**src/hw/rtl/vlv_pkg.sv**
```systemverilog
// Types, codes and constants of the vertex layout validator.
package vlv_pkg;

  localparam int MAX_ATTRIBUTES_DEF = 16;
  localparam int STRIDE_W  = 16;
  localparam int TOTAL_W   = 8;
  localparam int LOC_W     = 8;
  localparam int FMT_W     = 3;
  localparam int OFF_W     = 16;
  localparam int STATUS_W  = 3;
  localparam int AIDX_W    = 4;
  localparam int SIZE_W    = 5;
  localparam int START_W   = 12;
  localparam int END_W     = 13;
  localparam int CFG_ADDR_W = 1;
  localparam int CFG_DATA_W = 16;

  localparam logic [STRIDE_W-1:0] STRIDE_MAX = 16'd2048;

  localparam logic [CFG_ADDR_W-1:0] REG_STRIDE     = 1'b0;
  localparam logic [CFG_ADDR_W-1:0] REG_ATTR_TOTAL = 1'b1;

  localparam logic [FMT_W-1:0] FMT_FLOAT1 = 3'd0;
  localparam logic [FMT_W-1:0] FMT_FLOAT2 = 3'd1;
  localparam logic [FMT_W-1:0] FMT_FLOAT3 = 3'd2;
  localparam logic [FMT_W-1:0] FMT_FLOAT4 = 3'd3;
  localparam logic [FMT_W-1:0] FMT_UBYTE4 = 3'd4;

  localparam logic [STATUS_W-1:0] ST_OK      = 3'd0;
  localparam logic [STATUS_W-1:0] ST_STRIDE  = 3'd1;
  localparam logic [STATUS_W-1:0] ST_COUNT   = 3'd2;
  localparam logic [STATUS_W-1:0] ST_FIRST   = 3'd3;
  localparam logic [STATUS_W-1:0] ST_ATTR    = 3'd4;
  localparam logic [STATUS_W-1:0] ST_OVERLAP = 3'd5;

  // Commands from the controller to the datapath.
  typedef struct packed {
    logic load;
    logic set_err;
    logic err_ovl;
    logic record;
    logic scan_clr;
    logic scan_inc;
    logic rd;
    logic emit;
  } cmd_t;

  // Status from the datapath to the controller.
  typedef struct packed {
    logic held;
    logic pre_fail;
    logic first_item;
    logic hit;
    logic scan_last;
  } stat_t;

  // Element size in bytes; zero marks an unsupported format.
  function automatic logic [SIZE_W-1:0] elem_size(input logic [FMT_W-1:0] fmt);
    logic [SIZE_W-1:0] sz;
    case (fmt)
      FMT_FLOAT1: sz = 5'd4;
      FMT_FLOAT2: sz = 5'd8;
      FMT_FLOAT3: sz = 5'd12;
      FMT_FLOAT4: sz = 5'd16;
      FMT_UBYTE4: sz = 5'd4;
      default:    sz = 5'd0;
    endcase
    return sz;
  endfunction

endpackage

```
**src/hw/rtl/vertex_layout_validator_unit.sv**
```systemverilog
// Top level of the vertex layout validator.
// The unit checks one vertex layout at a time. Stride and attribute count are
// written through the cfg_ port (index 0 stride, index 1 count); the user is
// to write them only while the unit is idle, which the unit does not enforce.
// Each attribute is offered on the in_ ports with start; the transfer happens
// at a rising edge where start is high and busy is low. Every attribute yields
// one result on the out_ ports, shown for exactly one cycle with out_valid: the
// sticky first error of the layout, the attribute's position and a layout_done
// flag on the last attribute, which also clears the layout state. The receiver
// cannot stall; it must take each result as shown. Busy stays high while an
// item is checked; the result strobe appears in the cycle busy falls, and the
// next transfer can be taken at the edge that ends that cycle, so a new item
// is taken only once the last has its result. The single overlap comparator
// visits the earlier stored ranges (0 to MAX_ATTRIBUTES-1 of them) one at a
// time, in a read and a compare state, through the registered read port of
// the range memory. The first item of a layout, an item that fails the stride,
// count or attribute checks and an item arriving after an error compare no
// ranges. Reset clears the layout state and both registers; the range memory
// needs no clearing since only entries of the current layout are ever read.
module vertex_layout_validator_unit #(
  parameter int MAX_ATTRIBUTES = vlv_pkg::MAX_ATTRIBUTES_DEF
) (
  input  logic                           clk,
  input  logic                           rst_n,
  input  logic                           cfg_we,
  input  logic [vlv_pkg::CFG_ADDR_W-1:0] cfg_addr,
  input  logic [vlv_pkg::CFG_DATA_W-1:0] cfg_wdata,
  input  logic                           start,
  output logic                           busy,
  input  logic [vlv_pkg::LOC_W-1:0]      in_attr_location,
  input  logic [vlv_pkg::FMT_W-1:0]      in_attr_format,
  input  logic [vlv_pkg::OFF_W-1:0]      in_attr_offset,
  output logic                           out_valid,
  output logic [vlv_pkg::STATUS_W-1:0]   out_status,
  output logic [vlv_pkg::AIDX_W-1:0]     out_attr_index,
  output logic                           out_layout_done
);

  vlv_pkg::cmd_t  cmd;
  vlv_pkg::stat_t stat;

  vlv_ctrl u_ctrl (
    .clk   (clk),
    .rst_n (rst_n),
    .start (start),
    .stat  (stat),
    .cmd   (cmd),
    .busy  (busy)
  );

  vlv_datapath #(
    .MAX_ATTRIBUTES (MAX_ATTRIBUTES)
  ) u_datapath (
    .clk              (clk),
    .rst_n            (rst_n),
    .cfg_we           (cfg_we),
    .cfg_addr         (cfg_addr),
    .cfg_wdata        (cfg_wdata),
    .in_attr_location (in_attr_location),
    .in_attr_format   (in_attr_format),
    .in_attr_offset   (in_attr_offset),
    .cmd              (cmd),
    .stat             (stat),
    .out_valid        (out_valid),
    .out_status       (out_status),
    .out_attr_index   (out_attr_index),
    .out_layout_done  (out_layout_done)
  );

endmodule

```
**src/hw/rtl/vlv_ctrl.sv**
```systemverilog
// Controller state machine of the vertex layout validator.
module vlv_ctrl (
  input  logic          clk,
  input  logic          rst_n,
  input  logic          start,
  input  vlv_pkg::stat_t stat,
  output vlv_pkg::cmd_t  cmd,
  output logic          busy
);

  typedef enum logic [2:0] {
    S_IDLE,
    S_CHECK,
    S_READ,
    S_CMP,
    S_EMIT
  } state_t;

  state_t state_r, state_nxt;
  logic   busy_r, busy_nxt;

  always_comb begin
    state_nxt = state_r;
    cmd       = '0;
    case (state_r)
      S_IDLE: begin
        if (start) begin
          cmd.load  = 1'b1;
          state_nxt = S_CHECK;
        end
      end
      S_CHECK: begin
        if (stat.held) begin
          state_nxt = S_EMIT;
        end else if (stat.pre_fail) begin
          cmd.set_err = 1'b1;
          state_nxt   = S_EMIT;
        end else if (stat.first_item) begin
          cmd.record = 1'b1;
          state_nxt  = S_EMIT;
        end else begin
          cmd.scan_clr = 1'b1;
          state_nxt    = S_READ;
        end
      end
      S_READ: begin
        cmd.rd    = 1'b1;
        state_nxt = S_CMP;
      end
      S_CMP: begin
        if (stat.hit) begin
          cmd.set_err = 1'b1;
          cmd.err_ovl = 1'b1;
          state_nxt   = S_EMIT;
        end else if (stat.scan_last) begin
          cmd.record = 1'b1;
          state_nxt  = S_EMIT;
        end else begin
          cmd.scan_inc = 1'b1;
          state_nxt    = S_READ;
        end
      end
      S_EMIT: begin
        cmd.emit  = 1'b1;
        state_nxt = S_IDLE;
      end
      default: begin
        state_nxt = S_IDLE;
      end
    endcase
    busy_nxt = (state_nxt != S_IDLE);
  end

  always_ff @(posedge clk) begin
    if (!rst_n) begin
      state_r <= S_IDLE;
      busy_r  <= 1'b0;
    end else begin
      state_r <= state_nxt;
      busy_r  <= busy_nxt;
    end
  end

  assign busy = busy_r;

endmodule

```
**src/hw/rtl/vlv_datapath.sv**
```systemverilog
// Datapath of the vertex layout validator: registers, checks and range store.
module vlv_datapath #(
  parameter int MAX_ATTRIBUTES = vlv_pkg::MAX_ATTRIBUTES_DEF
) (
  input  logic                            clk,
  input  logic                            rst_n,
  input  logic                            cfg_we,
  input  logic [vlv_pkg::CFG_ADDR_W-1:0]  cfg_addr,
  input  logic [vlv_pkg::CFG_DATA_W-1:0]  cfg_wdata,
  input  logic [vlv_pkg::LOC_W-1:0]       in_attr_location,
  input  logic [vlv_pkg::FMT_W-1:0]       in_attr_format,
  input  logic [vlv_pkg::OFF_W-1:0]       in_attr_offset,
  input  vlv_pkg::cmd_t                   cmd,
  output vlv_pkg::stat_t                  stat,
  output logic                            out_valid,
  output logic [vlv_pkg::STATUS_W-1:0]    out_status,
  output logic [vlv_pkg::AIDX_W-1:0]      out_attr_index,
  output logic                            out_layout_done
);

  localparam int IDX_W = (MAX_ATTRIBUTES > 1) ? $clog2(MAX_ATTRIBUTES) : 1;
  localparam logic [IDX_W-1:0] IDX_LAST = IDX_W'(MAX_ATTRIBUTES - 1);
  localparam logic [vlv_pkg::TOTAL_W-1:0] TOTAL_MAX = vlv_pkg::TOTAL_W'(MAX_ATTRIBUTES);
  localparam logic [vlv_pkg::LOC_W-1:0] LOC_LIMIT = vlv_pkg::LOC_W'(MAX_ATTRIBUTES);

  logic [vlv_pkg::STRIDE_W-1:0] stride_r;
  logic [vlv_pkg::TOTAL_W-1:0]  total_r;

  logic [vlv_pkg::LOC_W-1:0]    loc_r;
  logic [vlv_pkg::FMT_W-1:0]    fmt_r;
  logic [vlv_pkg::OFF_W-1:0]    off_r;

  logic [MAX_ATTRIBUTES-1:0]    used_r;
  logic [IDX_W-1:0]             count_r;
  logic [vlv_pkg::STATUS_W-1:0] err_r;
  logic [IDX_W-1:0]             scan_r;

  logic [vlv_pkg::START_W-1:0]  start_mem [MAX_ATTRIBUTES];
  logic [vlv_pkg::END_W-1:0]    end_mem   [MAX_ATTRIBUTES];
  logic [vlv_pkg::START_W-1:0]  rd_start_r;
  logic [vlv_pkg::END_W-1:0]    rd_end_r;

  logic                         out_valid_r;
  logic [vlv_pkg::STATUS_W-1:0] out_status_r;
  logic [vlv_pkg::AIDX_W-1:0]   out_index_r;
  logic                         out_done_r;

  logic [vlv_pkg::SIZE_W-1:0]   size;
  logic [vlv_pkg::OFF_W:0]      off_end;
  logic                         loc_ok;
  logic                         loc_taken;
  logic                         stride_bad;
  logic                         count_bad;
  logic                         first_bad;
  logic                         attr_bad;
  logic [vlv_pkg::STATUS_W-1:0] pre_code;
  logic                         done;

  always_comb begin
    size      = vlv_pkg::elem_size(fmt_r);
    off_end   = {1'b0, off_r} + (vlv_pkg::OFF_W + 1)'(size);
    loc_ok    = (loc_r < LOC_LIMIT);
    loc_taken = loc_ok ? used_r[loc_r[IDX_W-1:0]] : 1'b0;

    stride_bad = (stride_r == '0) || (stride_r > vlv_pkg::STRIDE_MAX) ||
                 (stride_r[1:0] != 2'b00);
    count_bad  = (total_r == '0) || (total_r > TOTAL_MAX);
    first_bad  = (count_r == '0) &&
                 ((loc_r != '0) || (fmt_r != vlv_pkg::FMT_FLOAT3) || (off_r != '0));
    // The end is one bit wider than the offset, so the end compare never wraps.
    attr_bad   = !loc_ok || loc_taken || (size == '0) || (off_r[1:0] != 2'b00) ||
                 (off_r > stride_r) || (off_end > {1'b0, stride_r});

    if (stride_bad) begin
      pre_code = vlv_pkg::ST_STRIDE;
    end else if (count_bad) begin
      pre_code = vlv_pkg::ST_COUNT;
    end else if (first_bad) begin
      pre_code = vlv_pkg::ST_FIRST;
    end else if (attr_bad) begin
      pre_code = vlv_pkg::ST_ATTR;
    end else begin
      pre_code = vlv_pkg::ST_OK;
    end

    done = (total_r == '0) ||
           ((vlv_pkg::TOTAL_W'(count_r) + vlv_pkg::TOTAL_W'(1)) == total_r) ||
           (count_r == IDX_LAST);

    stat.held       = (err_r != vlv_pkg::ST_OK);
    stat.pre_fail   = (pre_code != vlv_pkg::ST_OK);
    stat.first_item = (count_r == '0);
    stat.hit        = ((vlv_pkg::OFF_W + 1)'(off_r) < (vlv_pkg::OFF_W + 1)'(rd_end_r)) &&
                      ((vlv_pkg::OFF_W + 1)'(rd_start_r) < off_end);
    stat.scan_last  = (({1'b0, scan_r} + (IDX_W + 1)'(1)) == {1'b0, count_r});
  end

  // Configuration and item registers.
  always_ff @(posedge clk) begin
    if (!rst_n) begin
      stride_r <= '0;
      total_r  <= '0;
    end else if (cfg_we) begin
      case (cfg_addr)
        vlv_pkg::REG_STRIDE:     stride_r <= cfg_wdata;
        vlv_pkg::REG_ATTR_TOTAL: total_r  <= cfg_wdata[vlv_pkg::TOTAL_W-1:0];
        default: ;
      endcase
    end
  end

  always_ff @(posedge clk) begin
    if (cmd.load) begin
      loc_r <= in_attr_location;
      fmt_r <= in_attr_format;
      off_r <= in_attr_offset;
    end
  end

  // Layout state: location mask, item count, sticky error, scan pointer.
  always_ff @(posedge clk) begin
    if (!rst_n) begin
      used_r  <= '0;
      count_r <= '0;
      err_r   <= vlv_pkg::ST_OK;
      scan_r  <= '0;
    end else begin
      if (cmd.set_err) begin
        err_r <= cmd.err_ovl ? vlv_pkg::ST_OVERLAP : pre_code;
      end
      if (cmd.record) begin
        used_r[loc_r[IDX_W-1:0]] <= 1'b1;
      end
      if (cmd.scan_clr) begin
        scan_r <= '0;
      end else if (cmd.scan_inc) begin
        scan_r <= scan_r + IDX_W'(1);
      end
      if (cmd.emit) begin
        if (done) begin
          used_r  <= '0;
          count_r <= '0;
          err_r   <= vlv_pkg::ST_OK;
        end else begin
          count_r <= count_r + IDX_W'(1);
        end
      end
    end
  end

  // Accepted byte ranges, one entry per attribute position.
  always_ff @(posedge clk) begin
    if (cmd.record) begin
      start_mem[count_r] <= off_r[vlv_pkg::START_W-1:0];
      end_mem[count_r]   <= off_end[vlv_pkg::END_W-1:0];
    end
    if (cmd.rd) begin
      rd_start_r <= start_mem[scan_r];
      rd_end_r   <= end_mem[scan_r];
    end
  end

  // Result register: one strobe per item.
  always_ff @(posedge clk) begin
    if (!rst_n) begin
      out_valid_r <= 1'b0;
    end else begin
      out_valid_r <= cmd.emit;
    end
  end

  always_ff @(posedge clk) begin
    if (cmd.emit) begin
      out_status_r <= err_r;
      out_index_r  <= vlv_pkg::AIDX_W'(count_r);
      out_done_r   <= done;
    end
  end

  assign out_valid       = out_valid_r;
  assign out_status      = out_status_r;
  assign out_attr_index  = out_index_r;
  assign out_layout_done = out_done_r;

endmodule

```
**config.mk**
```make
export PLATFORM = sky130hd
export DESIGN_NAME = vertex_layout_validator_unit
export DESIGN_NICKNAME = d
export VERILOG_FILES = /design/src/hw/rtl/vlv_pkg.sv /design/src/hw/rtl/vertex_layout_validator_unit.sv /design/src/hw/rtl/vlv_ctrl.sv /design/src/hw/rtl/vlv_datapath.sv
export SDC_FILE = /design/constraint.sdc
export NUM_CORES = 1
export LEC_CHECK = 0
export ABC_AREA = 1
export BUFFER_PORTS_ARGS = -buffer_cell sky130_fd_sc_hd__buf_2
export CAP_MARGIN = 0
export CORE_AREA = 2 2 208 292
export DETAILED_ROUTE_END_ITERATION = 12
export DIE_AREA = 0 0 210 294
export GPL_TIMING_DRIVEN = 1
export PLACE_DENSITY_LB_ADDON = 0.3
export SYNTH_ARGS = -nofsm -noshare
export SYNTH_HDL_FRONTEND = slang
export SYNTH_SLANG_ARGS = --single-unit
```
**constraint.sdc**
```tcl
create_clock -name clk -period 14.2 [get_ports clk]
set_input_delay 1.42 -clock clk [delete_from_list [all_inputs] [get_ports clk]]
set_output_delay 1.42 -clock clk [all_outputs]
set_load 0.01 [all_outputs]
```
==> results.py, run 1 <==
metrics = {
    "cts": {
        "htree_levels": 2,
        "hold_buffers": 0,
        "cts_buffer_depth": 3,
        "clk_pin_slew_ps": 70,
        "insertion_delay_ps": 570,
        "cts_tree": "done",
        "cts_buffers": 43,
        "cts_sinks": 482,
        "cts_resized": 0,
        "cts-root-buf": "clkbuf_16",
        "cts_setup_buffers": 0,
    },
    "power": {
        "irDropWorstVdd_uv": 93.8,
        "p_leak_nw": 7.99,
        "power-per-cell-area_mw_per_mm2": 124,
    },
    "sta": {
        "min_period_ps": 5950,
        "fmax_ghz": 0.168,
        "rsz0062_at_grt": "false",
        "fin_skew_ps": 25.6,
        "slew_headroom": 0.208,
        "drv_slew": 0,
        "fin_tns_setup_ps": 0,
        "timing.final.crit_share": 0.419,
        "layout_setup_ws_ps": 8250,
        "final_hold_viol_count": 0,
        "setup_viol": 0,
        "worstMarginPinSlew_ps": 1180,
    },
    "synth": {
        "syn_inst": 1785,
        "ys_seq_area_frac": 0.677,
        "ys.flop_type": "edfxtp_1",
        "yosysTopAreaCell": "edfxtp_1",
        "netlist.area_leader.share": 0.623,
        "async_flop_share": 0,
        "avgSynthCellArea_sq_um": 11.5,
        "syn_nets": 1895,
        "synth_edf_count": 426,
        "synthTopCellsByArea": "edfxtp_1 (62%), dfxtp_1 (5.5%), o21ai_0 (5.4%)",
        "yosys_warnings": 0,
        "syn_area_sq_mm": 0.0205,
        "yosys.cell_types.count": 37,
        "postSynthRegisterBits": 482,
    },
    "critical_path": {
        "critPathMaxStageDelay_ps": 900,
        "required_ps": 14360,
        "cp-end-kind": "register",
        "critical_path.cell_chain": "ha_1 > fa_1 > nand2_1 > nand2_1 > nand2_1 > nor2_1 > nor2_1 > inv_1 > ha_1 > nand2_1 > o21a_1 > nand2_1 > nand2_1 > nand2_1 > nand2_1 > nand2_1 > nand2_1 > nand2_2 > nand2_1 > nand2_2 > nand2_1 > nor2_4",
        "cp-start-kind": "register",
        "critPathMostFrequentCell": "nand2_1",
        "reg2reg_setup_slack_ps": 8250,
        "worstPathMaxFanout": 23,
        "cp_data_arrival_time_ps": 6120,
        "slowest_stage": "nor2_1",
        "critPathKind": "reg2reg",
    },
    "place": {
        "place_inst": 2528,
        "numPortBuffers": 57,
        "post-place-ws_ps": 8310,
        "gp_congestion": 0.870,
        "hpwl_microns": 32400,
    },
    "global_route": {
        "grt_pass1_vias": 13741,
        "grt_use_total": 0.174,
        "grt_antenna_before_repair": 0,
        "grt_pass1_wl_microns": 81400,
        "grt_max_degree": 96,
        "grt-ovfl-total": 0,
    },
    "routing": {
        "viasPerCell": 5.27,
        "route.detailed.drc": 0,
        "firstDrtPassIters": 8,
        "antenna_left": 0,
        "vias": 13742,
        "wl_per_cell_microns": 20.8,
        "drt_iter0_markers": 950,
        "routed_wl_microns": 54300,
    },
    "min_path": {
        "min_path_type": "reg2reg",
    },
    "finish": {
        "areaGrowthSynthToFinish_pct": 12.2,
        "layout_common_cells": "edfxtp_1 (426), nor2_1 (270), o21ai_0 (220)",
        "drive_above_1_share": 0.0957,
        "postLayoutCoreUtil": 0.389,
        "finalNetCount": 1927,
        "diodes": 0,
        "final_common_cell": "edfxtp_1",
        "final_cell_count_no_fill": 2606,
    },
    "floorplan": {
        "die_h_microns": 294,
        "io_pins": 58,
        "core_sq_mm": 0.0593,
        "die_w_microns": 210,
        "rows": 106,
        "die_area_sq_mm": 0.0617,
        "start_util": 0.347,
    },
    "run_status": {
        "status": "finished clean",
    },
    "flow_run": {
        "maxCapViolCount": 0,
    },
}
[layout make-up]
class	count	area [sq um]
Clock buffer	56	1160
Timing Repair Buffer	77	435
Sequential cell	482	13900
Fill cell	5568	36200
Multi-Input combinational cell	1084	5910
Tap cell	756	946
Inverter	129	488
Clock inverter	22	195
[sequential cells by signal, indices dropped and copies added (netlist names)]
register                    count
u_datapath.out_attr_index       4
u_datapath.fmt_r                3
u_datapath.off_r               16
u_datapath.out_status           3
u_ctrl.busy                     1
u_datapath.start_mem          160
u_datapath.scan_r               4
u_datapath.count_r              4
u_datapath.err_r                3
u_datapath.rd_end_r            13
u_datapath.out_layout_done      1
u_datapath.total_r              8
u_ctrl.state_r                  3
u_datapath.out_valid            1
u_datapath.loc_r                8
u_datapath.end_mem            208
u_datapath.used_r              16
u_datapath.rd_start_r          10
u_datapath.stride_r            16
[worst max-delay path: cells and delay by family (launching register included)]
kind / cells / cell delay, ps
buffers and inverters: 1 / 120
AND/OR/NAND/NOR: 17 / 3450
adder cells (fa/ha/maj): 3 / 1130
AO/OA/AOI/OAI: 1 / 180
flip-flops: 1 / 670
[final timing paths]
check,from,to,cells past startpoint
max reg2reg,u_datapath.off_r[2]$_DFFE_PP_,u_datapath.end_mem[7][9]$_DFFE_PP_,22
min reg2reg,u_datapath.used_r[2]$_SDFF_PN0_,u_datapath.used_r[2]$_SDFF_PN0_,2
min,u_datapath.used_r[2]$_SDFF_PN0_,u_datapath.used_r[2]$_SDFF_PN0_,2
max,u_datapath.off_r[2]$_DFFE_PP_,u_datapath.end_mem[7][9]$_DFFE_PP_,22
[layer usage]
metal | up-vias | share of wire | track usage
met3 | 116 | 0.050 | 0.0176
met4 | 0 | 0.042 | 0.0758
met5 | - | 0 | 0
met1 | 6726 | 0.38 | 0.202
li1 | 6469 | - | -
met2 | 431 | 0.52 | 0.324
[kinds of logic after synthesis]
family / after synthesis / synth area share
adder cells (fa/ha/maj): 62 / 0.0381
AND/OR/NAND/NOR: 588 / 0.117
XOR/XNOR: 16 / 0.00682
AO/OA/AOI/OAI: 418 / 0.119
flip-flops: 482 / 0.677
buffers and inverters: 219 / 0.0415
[Yosys cell counts, drive strengths merged, types with 12 or more instances]
master	count
o221ai	64
nor3	15
buf	12
ha	61
nand4	17
o21ai	220
nand2	202
inv	128
dfxtp	56
nand3	58
o22ai	29
clkbuf	78
a21oi	75
o211ai	22
nor2	291
xor2	13
edfxtp	426
[per-stage QoR]
step / instance area [sq um] / power (W) / hold WS (ps)
final: 23000 / 0.00286 / 450
after global routing: 23000 / 0.00295 / 467
after CTS: 23000 / 0.00288 / 451
after detailed placement: 21700 / 0.00175 / 440
after global placement: 21700 / 0.00174 / 441
after floorplan: 20500 / 0.00169 / 403
[where the power goes]
group	total [W]	switching, W	internal, W	leakage, nW
clock network	0.00114	0.000511	0.000631	0.658
logic	0.000136	0.0000953	0.0000410	3.03
registers	0.00158	0.0000161	0.00156	4.30
(Power assumes the default switching activity.)
==> run 2: changes to the inputs <==
==> constraint.sdc (replaced) <==
create_clock -name clk -period 5.5 [get_ports clk]
set_input_delay 0.55 -clock clk [delete_from_list [all_inputs] [get_ports clk]]
set_output_delay 0.55 -clock clk [all_outputs]
set_load 0.01 [all_outputs]
==> run 2 against run 1 <==
  * Sequential share of layout area fell by 0.94 points
  * Hold slack got worse by 320 ps
  * Critical path depth rose by 3
  * Sequential cell count did not move
  * Sequential power rose to 2.6 times the previous value
  * Cell count rose by 1.3%
  * Non-clock buffer count rose by 29
  * Count of clock-buffer cells in the layout fell by 2
  * Clock power rose to 2.7 times the previous value
  * Die area did not move
  * First-iteration DRC count rose by 38%
  * Critical endpoint is now u_datapath.start_mem[7][10]$_DFFE_PP_
==> results.py, run 2 (same netlist as run 1, synthesis figures left out) <==
metrics = {
    "sta": {
        "slew_headroom": 0.297,
        "min_period_ps": 4820,
        "fin_tns_setup_ps": 0,
        "setup_viol": 0,
        "worstMarginPinSlew_ps": 1050,
        "rsz0062_at_grt": "false",
        "timing.final.crit_share": 0.876,
        "hold_ws_ps": 131,
        "final_hold_viol_count": 0,
        "fmax_ghz": 0.208,
        "fin_skew_ps": 30.5,
        "drv_slew": 0,
    },
    "routing": {
        "drt_iter0_markers": 1307,
        "vias": 13984,
        "viasPerCell": 5.29,
        "firstDrtPassIters": 6,
        "routed_wl_microns": 56600,
        "route.detailed.drc": 0,
        "antenna_left": 0,
        "wl_per_cell_microns": 21.4,
    },
    "floorplan": {
        "die_w_microns": 210,
        "start_util": 0.347,
        "rows": 106,
        "io_pins": 58,
        "die_area_sq_mm": 0.0617,
        "core_sq_mm": 0.0593,
        "die_h_microns": 294,
    },
    "cts": {
        "cts_setup_buffers": 0,
        "cts_resized": 0,
        "cts_sinks": 482,
        "htree_levels": 2,
        "cts-root-buf": "clkbuf_16",
        "cts_tree": "done",
        "clk_pin_slew_ps": 60,
        "cts_buffers": 45,
        "insertion_delay_ps": 590,
        "hold_buffers": 0,
        "cts_buffer_depth": 3,
    },
    "place": {
        "gp_congestion": 0.870,
        "postPlaceCellArea_sq_mm": 0.0219,
        "hpwl_microns": 35500,
        "numPortBuffers": 57,
    },
    "critical_path": {
        "required_ps": 5730,
        "critPathKind": "reg2reg",
        "worstPathMaxFanout": 23,
        "cp-start-kind": "register",
        "cp_data_arrival_time_ps": 5050,
        "cp-end-kind": "register",
    },
    "global_route": {
        "grt_antenna_before_repair": 1,
        "grt_pass1_wl_microns": 84900,
        "grt_max_degree": 93,
        "grt_use_total": 0.183,
        "grt-ovfl-total": 0,
        "busiest_layer": "met2",
        "grt_pass1_vias": 13805,
        "gr-usage-met2": 0.321,
        "use_met1": 0.228,
        "grt_use_met3": 0.0251,
    },
    "finish": {
        "postLayoutCoreUtil": 0.395,
        "top_register": "u_datapath.end_mem",
        "drive_above_1_share": 0.116,
        "finalNetCount": 1958,
        "largest_reg_flops": 208,
        "final_common_cell": "edfxtp_1",
        "stdcell_area_sq_mm": 0.0234,
        "diodes": 0,
        "layout_common_cells": "edfxtp_1 (426), nor2_1 (270), o21ai_0 (220)",
        "top_regs": "u_datapath.end_mem x208, u_datapath.start_mem x160",
        "areaGrowthSynthToFinish_pct": 14.0,
    },
    "power": {
        "irDropWorstVdd_uv": 262,
        "fin_total_pwr_w": 0.00758,
        "p_leak_nw": 8.21,
        "power-per-cell-area_mw_per_mm2": 324,
    },
    "min_path": {
        "min_path_type": "in2reg",
    },
    "flow_run": {
        "maxCapViolCount": 0,
    },
    "run_status": {
        "status": "finished clean",
    },
}
-- run 2: cell count changes in the layout (fill, tap and decap cells not counted) --
cell,before,now
inv_6,1,2
clkinv_4,1,0
clkbuf_8,1,2
clkbuf_16,44,46
buf_12,0,2
buf_4,20,47
clkinvlp_2,0,1
inv_16,0,1
clkinv_1,11,9
inv_1,122,123
clkinv_2,7,9
clkinv_8,1,2
clkbuf_1,11,6
clkinvlp_4,1,5
-- run 2: path summary, 6_finish.rpt --
kind / cells after the start / end / slack [ps] / startpoint
max: 25 / u_datapath.start_mem[7][10]$_DFFE_PP_ / 680 / u_datapath.fmt_r[1]$_DFFE_PP_
min reg2reg: 2 / u_datapath.used_r[0]$_SDFF_PN0_ / 450 / u_datapath.used_r[0]$_SDFF_PN0_
max reg2reg: 25 / u_datapath.start_mem[7][10]$_DFFE_PP_ / 680 / u_datapath.fmt_r[1]$_DFFE_PP_
min: 1 / u_datapath.off_r[0]$_DFFE_PP_ / 130 / in_attr_offset[0]
-- run 2: routing by layer --
layer  wire length, microns  share of wire  vias up
met5                      0              0        -
met4                   2050          0.036        0
met3                   3070          0.054      122
met2                  28500           0.50      460
met1                  23000           0.41     6871
li1                       -              -     6531
-- run 2: power breakdown --
group	leakage [nW]	internal [W]	switching, W
clock network	0.708	0.00172	0.00140
registers	4.30	0.00403	0.0000266
logic	3.19	0.000114	0.000286
-- run 2: area by class of cell --
cell class	instances	area (sq um)
Clock inverter	30	273
Fill cell	5556	35900
Sequential cell	482	13900
Timing Repair Buffer	106	678
Tap cell	756	946
Inverter	129	488
Multi-Input combinational cell	1084	5910
Clock buffer	54	1200
-- run 2: critical path, stage by stage (launching register included) --
cell	delay, ps
edfxtp_1	430
nand2_1	120
nor2_1	50
ha_1	360
nand3_1	90
nand3_1	170
nand2_1	110
nor2_1	100
inv_1	60
nor2_1	80
nand2_1	70
nor2_1	120
xor2_1	210
inv_1	320
ha_1	400
nand2_1	60
nor2_1	140
nand2_1	70
nor3_1	180
a21oi_1	100
nor2_4	160
nand4_2	150
nand2_2	160
nand2_1	210
nor2_4	130
buf_4	350
-- run 2: metrics by stage --
| step | setup WS, ps | instances |
|---|---|---|
| floorplan | 706 | 1785 |
| global placement | 760 | 2557 |
| detailed placement | 752 | 2557 |
| CTS | 706 | 2641 |
| global route | 281 | 2641 |
| finish | 684 | 2641 |
==> run 3: changes to the inputs <==
==> constraint.sdc (replaced) <==
create_clock -name clk -period 4.9 [get_ports clk]
set_input_delay 0.49 -clock clk [delete_from_list [all_inputs] [get_ports clk]]
set_output_delay 0.49 -clock clk [all_outputs]
set_load 0.01 [all_outputs]
==> run 3 against run 2 <==
  * Non-clock buffer count up 4
  * Worst setup slack lost 200 ps
  * Global-route usage fell by 0.15 points
  * Critical path type unchanged
  * Routed wire length decreased by 0.82%
  * Die area unchanged
  * Largest cell class unchanged
==> results.py, run 3 (same netlist as run 1, synthesis figures left out) <==
metrics = {
    "critical_path": {
        "critPathMaxStageDelay_ps": 430,
        "slowest_stage": "edfxtp_1",
        "cp_data_arrival_time_ps": 4710,
        "required_ps": 5190,
        "cp-start-kind": "register",
        "cp-end-kind": "register",
        "path_delay_family": "simple AND/OR/NAND/NOR gates",
        "worstPathMaxFanout": 16,
        "critPathBufInv": 3,
        "critPathKind": "reg2reg",
    },
    "power": {
        "p_sw_frac": 0.225,
        "power_frac_seq": 0.547,
        "fin_total_pwr_w": 0.00834,
        "power_frac_comb": 0.054,
        "p_leak_nw": 8.23,
        "irDropWorstVdd_uv": 280,
        "p_int_w": 0.00647,
        "power-per-cell-area_mw_per_mm2": 355,
        "clockPowerShare": 0.400,
        "p_switching_w": 0.00188,
    },
    "sta": {
        "worstMarginPinSlew_ps": 916,
        "min_period_ps": 4420,
        "fmax_ghz": 0.226,
        "fin_tns_setup_ps": 0,
        "slew_headroom": 0.390,
        "fin_skew_ps": 44.8,
        "rsz0062_at_grt": "false",
        "final_hold_viol_count": 0,
        "timing.final.crit_share": 0.902,
        "setup_viol": 0,
        "drv_slew": 0,
    },
    "routing": {
        "viasPerCell": 5.29,
        "drt_iter0_markers": 1194,
        "wl_per_cell_microns": 21.2,
        "antenna_left": 0,
        "route.detailed.drc": 0,
        "firstDrtPassIters": 6,
        "routed_wl_microns": 56100,
        "vias": 13973,
    },
    "floorplan": {
        "die_w_microns": 210,
        "io_pins": 58,
        "die_h_microns": 294,
        "start_util": 0.347,
        "core_sq_mm": 0.0593,
        "die_area_sq_mm": 0.0617,
        "rows": 106,
    },
    "cts": {
        "cts_tree": "done",
        "cts_buffer_depth": 3,
        "cts_setup_buffers": 0,
        "cts_buffers": 45,
        "cts-root-buf": "clkbuf_16",
        "hold_buffers": 0,
        "cts_resized": 0,
        "clk_pin_slew_ps": 60,
        "insertion_delay_ps": 580,
        "htree_levels": 2,
        "cts_sinks": 482,
    },
    "global_route": {
        "grt_pass1_wl_microns": 84400,
        "grt_antenna_before_repair": 3,
        "grt_use_total": 0.181,
        "grt_max_degree": 185,
        "grt-ovfl-total": 0,
        "grt_pass1_vias": 14100,
    },
    "flow_run": {
        "maxCapViolCount": 0,
    },
    "finish": {
        "areaGrowthSynthToFinish_pct": 14.3,
        "final_common_cell": "edfxtp_1",
        "diodes": 0,
        "largest_reg_flops": 208,
        "finalNetCount": 1962,
        "top_register": "u_datapath.end_mem",
        "drive_above_1_share": 0.113,
        "top_regs": "u_datapath.end_mem x208, u_datapath.start_mem x160",
        "fill_cells": 5545,
        "layout_common_cells": "edfxtp_1 (426), nor2_1 (270), o21ai_0 (220)",
    },
    "place": {
        "gp_congestion": 0.892,
        "hpwl_microns": 36900,
        "numPortBuffers": 57,
    },
    "min_path": {
        "min_path_type": "in2reg",
    },
    "run_status": {
        "status": "finished clean",
    },
}
==> run 3: changes by cell type in the layout (fill, tap and decap cells not counted), moves of 2 or more <==
cell	change
buf_12	+11
buf_4	-7
clkinvlp_4	-5
clkinv_1	+4
clkbuf_8	-2
clkinv_8	-2
==> run 3: routing by layer <==
layer | vias to the layer above | part of all wire | wire length, microns | GRT usage
li1 | 6531 | - | - | -
met1 | 6934 | 0.41 | 23000 | 0.226
met2 | 419 | 0.51 | 28600 | 0.326
met3 | 89 | 0.046 | 2580 | 0.0176
met4 | 0 | 0.034 | 1900 | 0.0664
met5 | - | 0 | 0 | 0
==> run 3: path summary, 6_finish.rpt <==
kind	slack (ps)	to	cells after the start	from
min	80	u_datapath.off_r[13]$_DFFE_PP_	1	in_attr_offset[13]
min reg2reg	450	u_datapath.used_r[9]$_SDFF_PN0_	2	u_datapath.used_r[9]$_SDFF_PN0_
max reg2reg	480	u_datapath.end_mem[2][1]$_DFFE_PP_	25	u_datapath.fmt_r[1]$_DFFE_PP_
max	480	u_datapath.end_mem[2][1]$_DFFE_PP_	25	u_datapath.fmt_r[1]$_DFFE_PP_
==> run 3: cell type report <==
cell class / count / area (sq um) / share of cell area
multi-input combinational: 1084 / 5910 / 0.251
tap: 756 / 946 / 0.0403
timing repair buffer: 110 / 846 / 0.0360
sequential: 482 / 13900 / 0.593
inverter: 129 / 487 / 0.0207
clock buffer: 52 / 1150 / 0.0491
clock inverter: 29 / 228 / 0.00970
==> run 3: worst register-to-register path: cells and delay by family, from the launching register on <==
| kind | cells | cell delay (ps) |
|---|---|---|
| buf+inv | 3 | 360 |
| fa+ha+maj | 2 | 640 |
| flops | 1 | 430 |
| xor+xnor | 1 | 220 |
| simple gates | 18 | 2370 |
| compound gates | 1 | 100 |
==> run 3: stage by stage <==
step | hold WS, ps | util | cell area (sq um) | setup WS, ps | cells
floorplan | 403 | - | 20500 | 106 | 1785
global placement | 438 | 0.373 | 22100 | 558 | 2561
detailed placement | 443 | 0.373 | 22100 | 501 | 2561
CTS | 58.5 | 0.396 | 23500 | 468 | 2642
global route | 65.3 | 0.396 | 23500 | 89.6 | 2642
finish | 81.6 | 0.396 | 23500 | 480 | 2642
==> run 3: power by group through the flow <==
stage / clock network [W] / registers (W) / logic, W
2_1_floorplan: 0 / 0.00465 / 0.000243
3_3_place_gp: 0 / 0.00465 / 0.000442
3_5_place_dp: 0 / 0.00465 / 0.000449
4_1_cts: 0.00340 / 0.00456 / 0.000451
5_1_grt: 0.00355 / 0.00456 / 0.000502
6_report: 0.00333 / 0.00456 / 0.000448
